## config.mk

```make
export PLATFORM = sky130hd
export DESIGN_NAME = vec_counter
export DESIGN_NICKNAME = d
export VERILOG_FILES = /design/src/hw/rtl/vec_pkg.sv /design/src/hw/rtl/vec_counter.sv
export SDC_FILE = /design/constraint.sdc
export NUM_CORES = 1
export LEC_CHECK = 0
export ABC_AREA = 1
export ABC_CLOCK_PERIOD_IN_PS = 11600
export BUFFER_PORTS_ARGS = -buffer_cell sky130_fd_sc_hd__buf_4
export CAP_MARGIN = 20
export CORE_ASPECT_RATIO = 1.5
export CORE_MARGIN = 8
export CORE_UTILIZATION = 60
export CTS_BUF_LIST = sky130_fd_sc_hd__clkbuf_4
export CTS_CLUSTER_DIAMETER = 30
export DETAILED_ROUTE_END_ITERATION = 8
export HOLD_SLACK_MARGIN = 0.06
export PLACE_DENSITY = 0.83
export SLEW_MARGIN = 10
export SYNTH_ARGS = -nofsm -noshare
export SYNTH_HDL_FRONTEND = slang
export SYNTH_SLANG_ARGS = --single-unit
export TNS_END_PERCENT = 5
```

## constraint.sdc

```tcl
create_clock -name clk -period 11.6 [get_ports clk]
set_input_delay 0 -clock clk [delete_from_list [all_inputs] [get_ports clk]]
set_output_delay 0 -clock clk [all_outputs]
set_load 0.05 [all_outputs]
```

## src/hw/rtl/vec_pkg.sv

```systemverilog
package vec_pkg;

	localparam int DEFAULT_MAX_DIM = 256;

	localparam int CFG_W     = 9;
	localparam int CFG_IDX_W = 2;

	localparam int EULER_W  = 28;
	localparam int VERTEX_W = 25;
	localparam int EDGE_W   = 26;
	localparam int FACE_W   = 26;
	localparam int CUBE_W   = 25;

	localparam logic [CFG_IDX_W-1:0] REG_SIZE_X = 2'd0;
	localparam logic [CFG_IDX_W-1:0] REG_SIZE_Y = 2'd1;
	localparam logic [CFG_IDX_W-1:0] REG_SIZE_Z = 2'd2;

	// Per-voxel flags carried from the scan position into the counting stage.
	typedef struct packed {
		logic voxel;
		logic last_x;
		logic last_y;
		logic last_z;
		logic x_nz;
		logic y_nz;
		logic z_nz;
	} item_flags_t;

	// Neighbor voxels: up is (x,y-1,z), back is (x,y,z-1), diag is (x,y-1,z-1).
	typedef struct packed {
		logic up;
		logic back;
		logic diag;
	} nbr_t;

	typedef struct packed {
		logic [EULER_W-1:0]  euler;
		logic [VERTEX_W-1:0] vertex;
		logic [EDGE_W-1:0]   edges;
		logic [FACE_W-1:0]   face;
		logic [CUBE_W-1:0]   cube;
	} totals_t;

	// Window bit (dx,dy,dz) sits at dx*4+dy*2+dz; offset 1 is the current coordinate.
	// A mask bit selects which offsets along that axis take part.
	function automatic logic touch(input logic [7:0] w, input logic [1:0] mx,
			input logic [1:0] my, input logic [1:0] mz);
		logic hit;
		hit = 1'b0;
		for (int dx = 0; dx < 2; dx++) begin
			for (int dy = 0; dy < 2; dy++) begin
				for (int dz = 0; dz < 2; dz++) begin
					if (mx[dx] && my[dy] && mz[dz] && w[dx*4 + dy*2 + dz]) begin
						hit = 1'b1;
					end
				end
			end
		end
		return hit;
	endfunction

	function automatic logic [1:0] axis_mask(input logic far_side);
		return far_side ? 2'b10 : 2'b11;
	endfunction

	// Vertices closed by this voxel; far-side vertices only at the end of an axis.
	function automatic logic [3:0] vertex_inc(input logic [7:0] w, input logic lx,
			input logic ly, input logic lz);
		logic [3:0] cnt;
		cnt = 4'd0;
		for (int a = 0; a < 2; a++) begin
			for (int b = 0; b < 2; b++) begin
				for (int c = 0; c < 2; c++) begin
					if ((a == 0 || lx) && (b == 0 || ly) && (c == 0 || lz)) begin
						cnt = cnt + {3'd0, touch(w, axis_mask(a == 1), axis_mask(b == 1),
							axis_mask(c == 1))};
					end
				end
			end
		end
		return cnt;
	endfunction

	// Edges closed by this voxel, one group per edge direction.
	function automatic logic [3:0] edge_inc(input logic [7:0] w, input logic lx,
			input logic ly, input logic lz);
		logic [3:0] cnt;
		cnt = 4'd0;
		for (int p = 0; p < 2; p++) begin
			for (int q = 0; q < 2; q++) begin
				if ((p == 0 || ly) && (q == 0 || lz)) begin
					cnt = cnt + {3'd0, touch(w, 2'b10, axis_mask(p == 1), axis_mask(q == 1))};
				end
				if ((p == 0 || lx) && (q == 0 || lz)) begin
					cnt = cnt + {3'd0, touch(w, axis_mask(p == 1), 2'b10, axis_mask(q == 1))};
				end
				if ((p == 0 || lx) && (q == 0 || ly)) begin
					cnt = cnt + {3'd0, touch(w, axis_mask(p == 1), axis_mask(q == 1), 2'b10)};
				end
			end
		end
		return cnt;
	endfunction

endpackage

```

## src/hw/rtl/vec_counter.sv

```systemverilog
module vec_counter import vec_pkg::*; (
	input  logic        clk,
	input  logic        arst_n,
	input  logic        step,
	input  logic        rearm,
	input  item_flags_t flags,
	input  nbr_t        nbr,
	output totals_t     totals_next
);

	logic [7:0] window_q;
	logic [7:0] window;
	logic [3:0] prev;
	logic [3:0] d_vertex;
	logic [3:0] d_edge;
	logic [1:0] d_shared;
	logic [2:0] d_face;
	logic signed [5:0] d_euler;
	logic last_all;
	totals_t acc_q;

	assign last_all = flags.last_x & flags.last_y & flags.last_z;

	always_comb begin
		prev     = flags.x_nz ? window_q[7:4] : 4'd0;
		window   = {flags.voxel, nbr.back, nbr.up, nbr.diag, prev};
		d_vertex = vertex_inc(window, flags.last_x, flags.last_y, flags.last_z);
		d_edge   = edge_inc(window, flags.last_x, flags.last_y, flags.last_z);
		d_shared = flags.voxel ?
			({1'b0, window[3]} + {1'b0, window[5]} + {1'b0, window[6]}) : 2'd0;
		d_face   = flags.voxel ? (3'd6 - {1'b0, d_shared}) : 3'd0;
		// Per-voxel change of V - E + F - C, with F - C = 5 per cube minus shared faces.
		d_euler  = $signed({2'b00, d_vertex}) - $signed({2'b00, d_edge})
			+ (flags.voxel ? 6'sd5 : 6'sd0) - $signed({4'b0000, d_shared});
	end

	always_comb begin
		totals_next.euler  = acc_q.euler + {{(EULER_W-6){d_euler[5]}}, d_euler};
		totals_next.vertex = acc_q.vertex + VERTEX_W'(d_vertex);
		totals_next.edges  = acc_q.edges + EDGE_W'(d_edge);
		totals_next.face   = acc_q.face + FACE_W'(d_face);
		totals_next.cube   = acc_q.cube + CUBE_W'(flags.voxel);
	end

	always_ff @(posedge clk or negedge arst_n) begin
		if (!arst_n) begin
			window_q <= '0;
			acc_q    <= '0;
		end else if (rearm) begin
			window_q <= '0;
			acc_q    <= '0;
		end else if (step) begin
			window_q <= window;
			acc_q    <= last_all ? '0 : totals_next;
		end
	end

endmodule

```

* Word-level counts from Yosys, hierarchy flattened *
Cells that the tools add are included.

cells by class
  bitwise operators = 2
  multiplexer cells = 68
  reductions and logical operators = 5
  $add $sub $neg = 29

operators by type and width
  cell                                                                number
  130-bit 2-to-1 mux                                                  3
  4-bit 2-to-1 mux                                                    17
  4-bit by 1-bit adder with 4-bit output                              14
  1-bit 2-to-1 mux                                                    43
  28-bit adder                                                        1
  26-bit by 3-bit adder with 26-bit output                            1
  26-bit by 4-bit adder with 26-bit output                            1
  25-bit by 1-bit adder with 25-bit output                            1
  25-bit by 4-bit adder with 25-bit output                            1
  8-bit 2-to-1 mux                                                    2
  1-bit by 1-bit adder with 2-bit output                              3
  5-bit by 4-bit adder with 6-bit output                              1
  3-bit 2-to-1 mux                                                    2
  6-bit by 3-bit subtractor with 6-bit output                         1
  4-bit by 4-bit subtractor with 5-bit output                         1
  3-bit by 1-bit adder with 4-bit output                              1
  1-bit logical AND                                                   4
  2-bit by 1-bit adder with 3-bit output                              1
  3-bit by 2-bit subtractor with 3-bit output (first input constant)  1
  2-bit by 1-bit adder with 2-bit output                              1
  1-bit AND                                                           2
  2-bit 2-to-1 mux                                                    1
  2-bit nonzero test                                                  1

storage, ports and cells
  output and inout bits = 130
  input port bits = 14
  bits in registers = 138
  word-level logic and storage cells = 110

* Depth between registers and ports, before layout *
Gate-level depths: netlist of the first run.

  depth after elaboration = 32
  depth in mapped cells = 57
  mapped depth without buffers = 57

* Least setup slack after synthesis of the first run *
OpenSTA, ideal clock, no wires.

  path type = register -> register
  start = register window_q[7]
  end = register acc_q[128] (netlist name)
  library setup time = 68 ps
  path buffers = 0
  arrival time = 10369 ps
  stages on the path, launching flop included = 50
  required time = 11532 ps
  path slack = 1163 ps
  cell sequence = dfrtp_1 > o21ai_0 > nand3_1 > inv_1 > fa_1 > inv_1 > ha_1 > o21ai_0 > inv_1 > ha_1 > o21ai_0 > inv_1 > ha_1 > nor2_1 > nor2_1 > ha_1 > nor2_1 > nor2_1 > [14 not listed] > fa_1 > ha_1 > ha_1 > nand3_1 > nand2_1 > nand2_1 > nand2_1 > a21oi_1 > ha_1 > a21oi_1 > nor2_1 > a211oi_1 > o21ai_0 > a221oi_1 > nand2_1 > xor2_1 > nand2_1 > nand2_1

RTL lines
  element                   RTL line           RTL
  start: declaration        vec_counter.sv:11  logic [7:0] window_q;
  start signal: assignment  vec_counter.sv:53  window_q <= window;
  end signal: assignment    vec_counter.sv:54  acc_q <= last_all ? '0 : totals_next;
  end: declaration          vec_counter.sv:20  totals_t acc_q;

==> impl_results.md, run 1 <==
* Crit path required time at 11.60 ns
* Number of remaining DRC errors at 0
* GRT overflow at 0
* Reg2reg start: window_q[7]
* Rows at 59
* RSZ-0062 raised after global routing: no
* Number of antenna violations at the first check in global routing at 1
* Max capacitance violation total at 0
* Gr usage total at 0.243
* Mapped Area at 0.0106 sq mm
* Worst hold margin at 0.104 ns
* Share of post-route cells with drive strength above 1 at 0.146
* Mapped Cells at 1434
* Via count at 9958
* Post-synth top cells: nand2_1 (314), inv_1 (282), dfrtp_1 (134)
* Slowest CP cell: fa_1
* Routability cong. at 0.902
* Hold endpoint: acc_q[121]
* Crit-path max cell delay at 0.49 ns
* Yosys reg bits at 134
* Starting density of the core at 0.609
* FF-to-FF End: acc_q[124]
* Setup Skew at 0.0152 ns
* Largest net degree at the start of global routing at 87
* Max Fanout on Critical Path at 10
* Layout area overhead at 16.2%
* Setup crit start kind: flop
* CP most frequent cell: ha_1
* Core area at 0.0173 sq mm
* Clock transition at the registers of the reported paths at 0.13 ns
* Number of buffers added on ports at 141
* Vias per inst at 5.50
* Width of the die at 124 um
* Register area share after synthesis at 0.317
* Synth Area per Inst at 7.37 sq um
* Syn nets at 1541
* Critical path class: reg -> out
* Post-synth EDFFs at 0
* Synth top area share at 0.317
* TNS Setup at 0 ns
* Setup Viol. Count Final at 0
* CTS buffer count at 17
* Hold path cells at 5
* R2r worst-path depth at 50
* Most common cell in the netlist: nand2_1
* Asr flop ratio synth at 1.00
* ANT nets after route at 0
* Worst-margin pin slew at 0.951 ns
* Top FF cell, synth: dfrtp_1
* Final worst-path cycle share at 0.931
* Minimum clock period at 10.80 ns
* DRT iter0 DRCs at 713
* Clk buf depth at 2
* CTS root buf: clkbuf_4
* TritonCTS clock tree: built
* Hold Vio Cnt, Final at 0
* Reg2reg setup slack at 1.44 ns
* Status: completed
* NumNets Final at 1691
* Vias in the first global route at 10300
* Total Wirelength at 26500 um
* Rel. slew slack at 0.366
* Worst-skew pair later-pin latency at 0.57 ns
* Top cells by area, synth: dfrtp_1 (32%), nand2_1 (11%), ha_1 (10%), inv_1 (10%), xor2_1 (7.3%)
* Drt first pass iters at 5
* Worst EP arrival at 10.80 ns
* First-pass GRT wire length at 45600 um
* FILL cells at 1434
* Count of pins over their slew limit at 0
* Hold Path Class: in -> reg
* I/O Pins at 144
* DR WL/cell at 14.6 um
* H-tree levels at 4
* CP Capture Type: output pin
* Cell taking the most area after synthesis: dfrtp_1
* Min-Delay Startpoint: step
* Post-synth cell types at 53
* Die height at 179 um
* Clk sinks at 134
* Fmax at 0.0926 GHz
* Synth warn at 0
* Die area at 0.0222 sq mm
* Detailed-placement wirelength estimate at 20000 um
kinds of logic after synthesis:
kind of cell | Yosys count | share of synthesized area
AO/OA/AOI/OAI | 244 | 0.138
flip-flops | 134 | 0.317
XOR/XNOR | 102 | 0.0852
AND/OR/NAND/NOR | 543 | 0.230
buffers and inverters | 318 | 0.114
adder cells (fa/ha/maj) | 93 | 0.116
flip-flops by register name (all words and copies together) (netlist names):
name      count
acc_q       130
window_q      4
metal layers:
layer / share of wire / GRT usage / up-vias / wire length (um)
met5: 0 / 0 / - / 0
met4: 0.036 / 0.114 / 0 / 951
met3: 0.045 / 0.0515 / 70 / 1190
met2: 0.52 / 0.447 / 254 / 13800
met1: 0.40 / 0.259 / 4695 / 10600
li1: - / - / 4939 / -
repair_timing:
item	CTS	global route
resized for setup	0	2
setup buffers	0	1
hold buffers	13	0
hold endpoints to repair	70	0
endpoints found under the setup margin	0	12
critical path, delay by kind of cell (launching register included):
kind / cells / cell delay [ns]
adders and majority gates: 15 / 4.35
AOI/OAI and AO/OA: 15 / 3.02
and+or+nand+nor: 15 / 1.68
buffers and inverters: 7 / 0.81
DFF: 1 / 0.41
area by class of cell:
cell class / instances / area [sq um] / share of cell area
clock buffer: 17 / 128 / 0.0104
tap: 213 / 267 / 0.0217
inverter: 288 / 1080 / 0.0882
multi-input combinational: 982 / 6040 / 0.491
clock inverter: 15 / 154 / 0.0125
sequential: 134 / 3350 / 0.273
antenna: 2 / 5.00 / 0.000407
timing repair buffer: 161 / 1260 / 0.103
how the worst max path moves through the flow:
| stage | end | slack [ns] | depth (start not counted) | from |
|---|---|---|---|---|
| 6_report | totals_next[126] | 0.80 | 52 | window_q[7] |
| 5_1_grt | totals_next[126] | 0.06 | 52 | window_q[6] |
| 4_1_cts | totals_next[127] | 0.33 | 53 | window_q[7] |
| 3_5_place_dp | totals_next[127] | 1.04 | 53 | window_q[7] |
| 3_3_place_gp | totals_next[127] | 1.33 | 53 | window_q[7] |
| 2_1_floorplan | acc_q[128] | 1.16 | 49 | window_q[7] |
cell usage in the layout (no fill, tap or decap), types with 6 or more instances in the layout:
cell,instances
a31oi_1,6
nor2_4,7
nor3_1,21
inv_1,281
dlygate4sd3_1,12
clkbuf_4,17
nand2_2,11
ha_1,85
fa_1,8
xnor2_1,13
o21ai_0,87
nand4_1,25
nor2_1,62
dfrtp_1,134
nand2_1,313
a22o_1,22
o22ai_1,58
buf_4,147
a21oi_1,38
or2_2,7
nand3_1,64
xor2_1,88
nor4_1,10
o21ai_1,6
per-stage QoR:
| step | setup WS, ns | cell area [sq um] | instances | utilization |
|---|---|---|---|---|
| after floorplan | 1.16 | 10600 | 1434 | - |
| after global placement | 1.33 | 11800 | 1764 | 0.682 |
| after detailed placement | 1.04 | 11800 | 1764 | 0.682 |
| after CTS | 0.328 | 12300 | 1809 | 0.707 |
| after global routing | 0.0587 | 12300 | 1812 | 0.708 |
| final | 0.804 | 12300 | 1812 | 0.708 |
Power of run 1 is not shown: default switching activity piles up to over one toggle a cycle in this logic, so the estimate is an artifact.
==> run 2, diff against run 1 <==
==> constraint.sdc (replaced) <==
create_clock -name clk -period 11.6 [get_ports clk]
set_input_delay 2.32 -clock clk [delete_from_list [all_inputs] [get_ports clk]]
set_output_delay 2.32 -clock clk [all_outputs]
set_load 0.05 [all_outputs]
==> run 2 against run 1 <==
  * The run now ends with setup timing left
  * Via count up 20%
  * Highest routed layer unchanged
  * First-iteration DRC count rose by 65%
  * Register-to-register slack improved by 0.41 ns
==> impl_results.md, run 2 (synthesis gave the netlist of run 1 again) <==
* Status: complete, but fails checks
* Failing checks: setup timing
* CTS root buf: clkbuf_4
* Cts hold-fix bufs at 0
* Max capacitance violation total at 0
* Share of post-route cells with drive strength above 1 at 0.326
* WP depth at 54
* Max Fanout on Critical Path at 6
* Hold Path Class: reg -> reg
* Critical path class: in -> out
* ANT nets after route at 0
* Number of remaining DRC errors at 0
* NumNets Final at 1881
* Layout area overhead at 41.6%
* Setup Skew at 0.0329 ns
* Core area at 0.0173 sq mm
* Vias per inst at 5.99
* Count of pins over their slew limit at 0
* Crit path required time at 9.28 ns
* Max FFs per register at 130
* DR WL/cell at 19.7 um
* R2r worst-path depth at 56
* Worst path top cell family by delay: adder cells
* Gr usage total at 0.288
* Number of antenna violations at the first check in global routing at 1
* Via count at 12000
* FF-to-FF End: acc_q[126]
* Worst EP arrival at 11.66 ns
* Die area at 0.0222 sq mm
* Routability cong. at 0.877
* Regs by FF count: acc_q: 130 flops, window_q: 4 flops
* Minimum clock period at 13.98 ns
* Min-Delay Startpoint: acc_q[80]
* Final worst-path cycle share at 1.21
* Reg2reg start: window_q[7]
* Clk sinks at 134
* Rel. slew slack at 0.324
* Top reg by flops: acc_q
* Starting density of the core at 0.609
* H-tree levels at 4
* Width of the die at 124 um
* Worst-skew pair later-pin latency at 0.60 ns
* Hold endpoint: acc_q[80]
* Hold path cells at 2
* Setup crit start kind: primary input
* Worst Path Buf+Inv at 13
* Post-route setup slack at -2.38 ns
* Die height at 179 um
* RSZ-0062 raised after global routing: yes
* Rows at 59
* Drt first pass iters at 6
* CP most frequent cell: ha_1
* Number of buffers added on ports at 141
* FILL cells at 908
* Slowest CP cell: fa_2
* Total Wirelength at 39400 um
* Worst-margin pin slew at 1.01 ns
* Fmax at 0.0715 GHz
* GRT overflow at 0
* Commonest cells after routing, fill and taps aside: buf_4 (318), nand2_1 (288), inv_1 (265)
* Placed Instances at 1941
* Final Non-Filler Cells at 2002
* Reg2reg setup slack at 1.85 ns
* First-pass GRT wire length at 53100 um
* DRT iter0 DRCs at 1177
* CTS buffer count at 17
* Hold Vio Cnt, Final at 0
* Setup Viol. Count Final at 63
* TritonCTS clock tree: built
* I/O Pins at 144
* Commonest non-fill, non-tap cell in the layout: buf_4
* Detailed-placement wirelength estimate at 22200 um
* CP Capture Type: output pin
* Vias in the first global route at 11500
* Largest net degree at the start of global routing at 87
* Clock transition at the registers of the reported paths at 0.11 ns
* Clk buf depth at 2
* Crit-path max cell delay at 0.41 ns
==> run 2: final cells by class <==
cell class	instances	area, sq um	area share
Clock inverter	15	215	0.0144
Multi-Input combinational cell	982	7070	0.472
Clock buffer	17	128	0.00852
Antenna cell	2	5.00	0.000334
Inverter	288	1100	0.0737
Timing Repair Buffer	351	2840	0.190
Sequential cell	134	3350	0.224
Tap cell	213	267	0.0178
==> run 2: per-layer routing <==
layer | vias up | wire length (um) | global-route usage
met4 | 0 | 2760 | 0.135
met3 | 301 | 3090 | 0.0547
met1 | 5629 | 13400 | 0.292
met2 | 760 | 20100 | 0.554
li1 | 5301 | - | -
met5 | - | 0 | 0
==> run 2: worst max path at each step <==
| stage | slack, ns | end | startpoint |
|---|---|---|---|
| 2_1_floorplan | -1.76 | totals_next[126] | nbr[1] |
| 3_3_place_gp | -1.86 | totals_next[121] | flags[6] |
| 3_5_place_dp | -2.12 | totals_next[127] | flags[6] |
| 4_1_cts | -1.67 | totals_next[126] | flags[2] |
| 5_1_grt | -2.75 | totals_next[127] | nbr[1] |
| 6_report | -2.38 | totals_next[128] | nbr[1] |
==> run 2: worst register-to-register path: cells and delay by family, from the launching register on <==
family	cells	cell delay (ns)
compound gates	12	2.16
xor+xnor	1	0.16
fa+ha+maj	15	4.21
buf+inv	10	0.88
flops	1	0.53
simple gates	18	1.72
==> run 2: repair_timing <==
item / CTS / global route
gates resized for setup: 74 / 110
setup endpoints to repair: 56 / 67
cloned: 1 / 0
pin swaps: 56 / 83
setup buffers: 9 / 17
==> run 2: metrics by stage <==
stage	cell area [sq um]	utilization	setup TNS, ns	setup WS [ns]	hold slack, ns
2_1_floorplan	10900	-	-39.71	-1.76	0.448
3_3_place_gp	13600	0.781	-46.21	-1.86	0.467
3_5_place_dp	13600	0.781	-56.74	-2.12	0.470
4_1_cts	14300	0.825	-41.43	-1.67	0.517
5_1_grt	15000	0.863	-88.76	-2.75	0.552
6_report	15000	0.863	-62.60	-2.38	0.521
Power of run 2 is left out for the same reason.
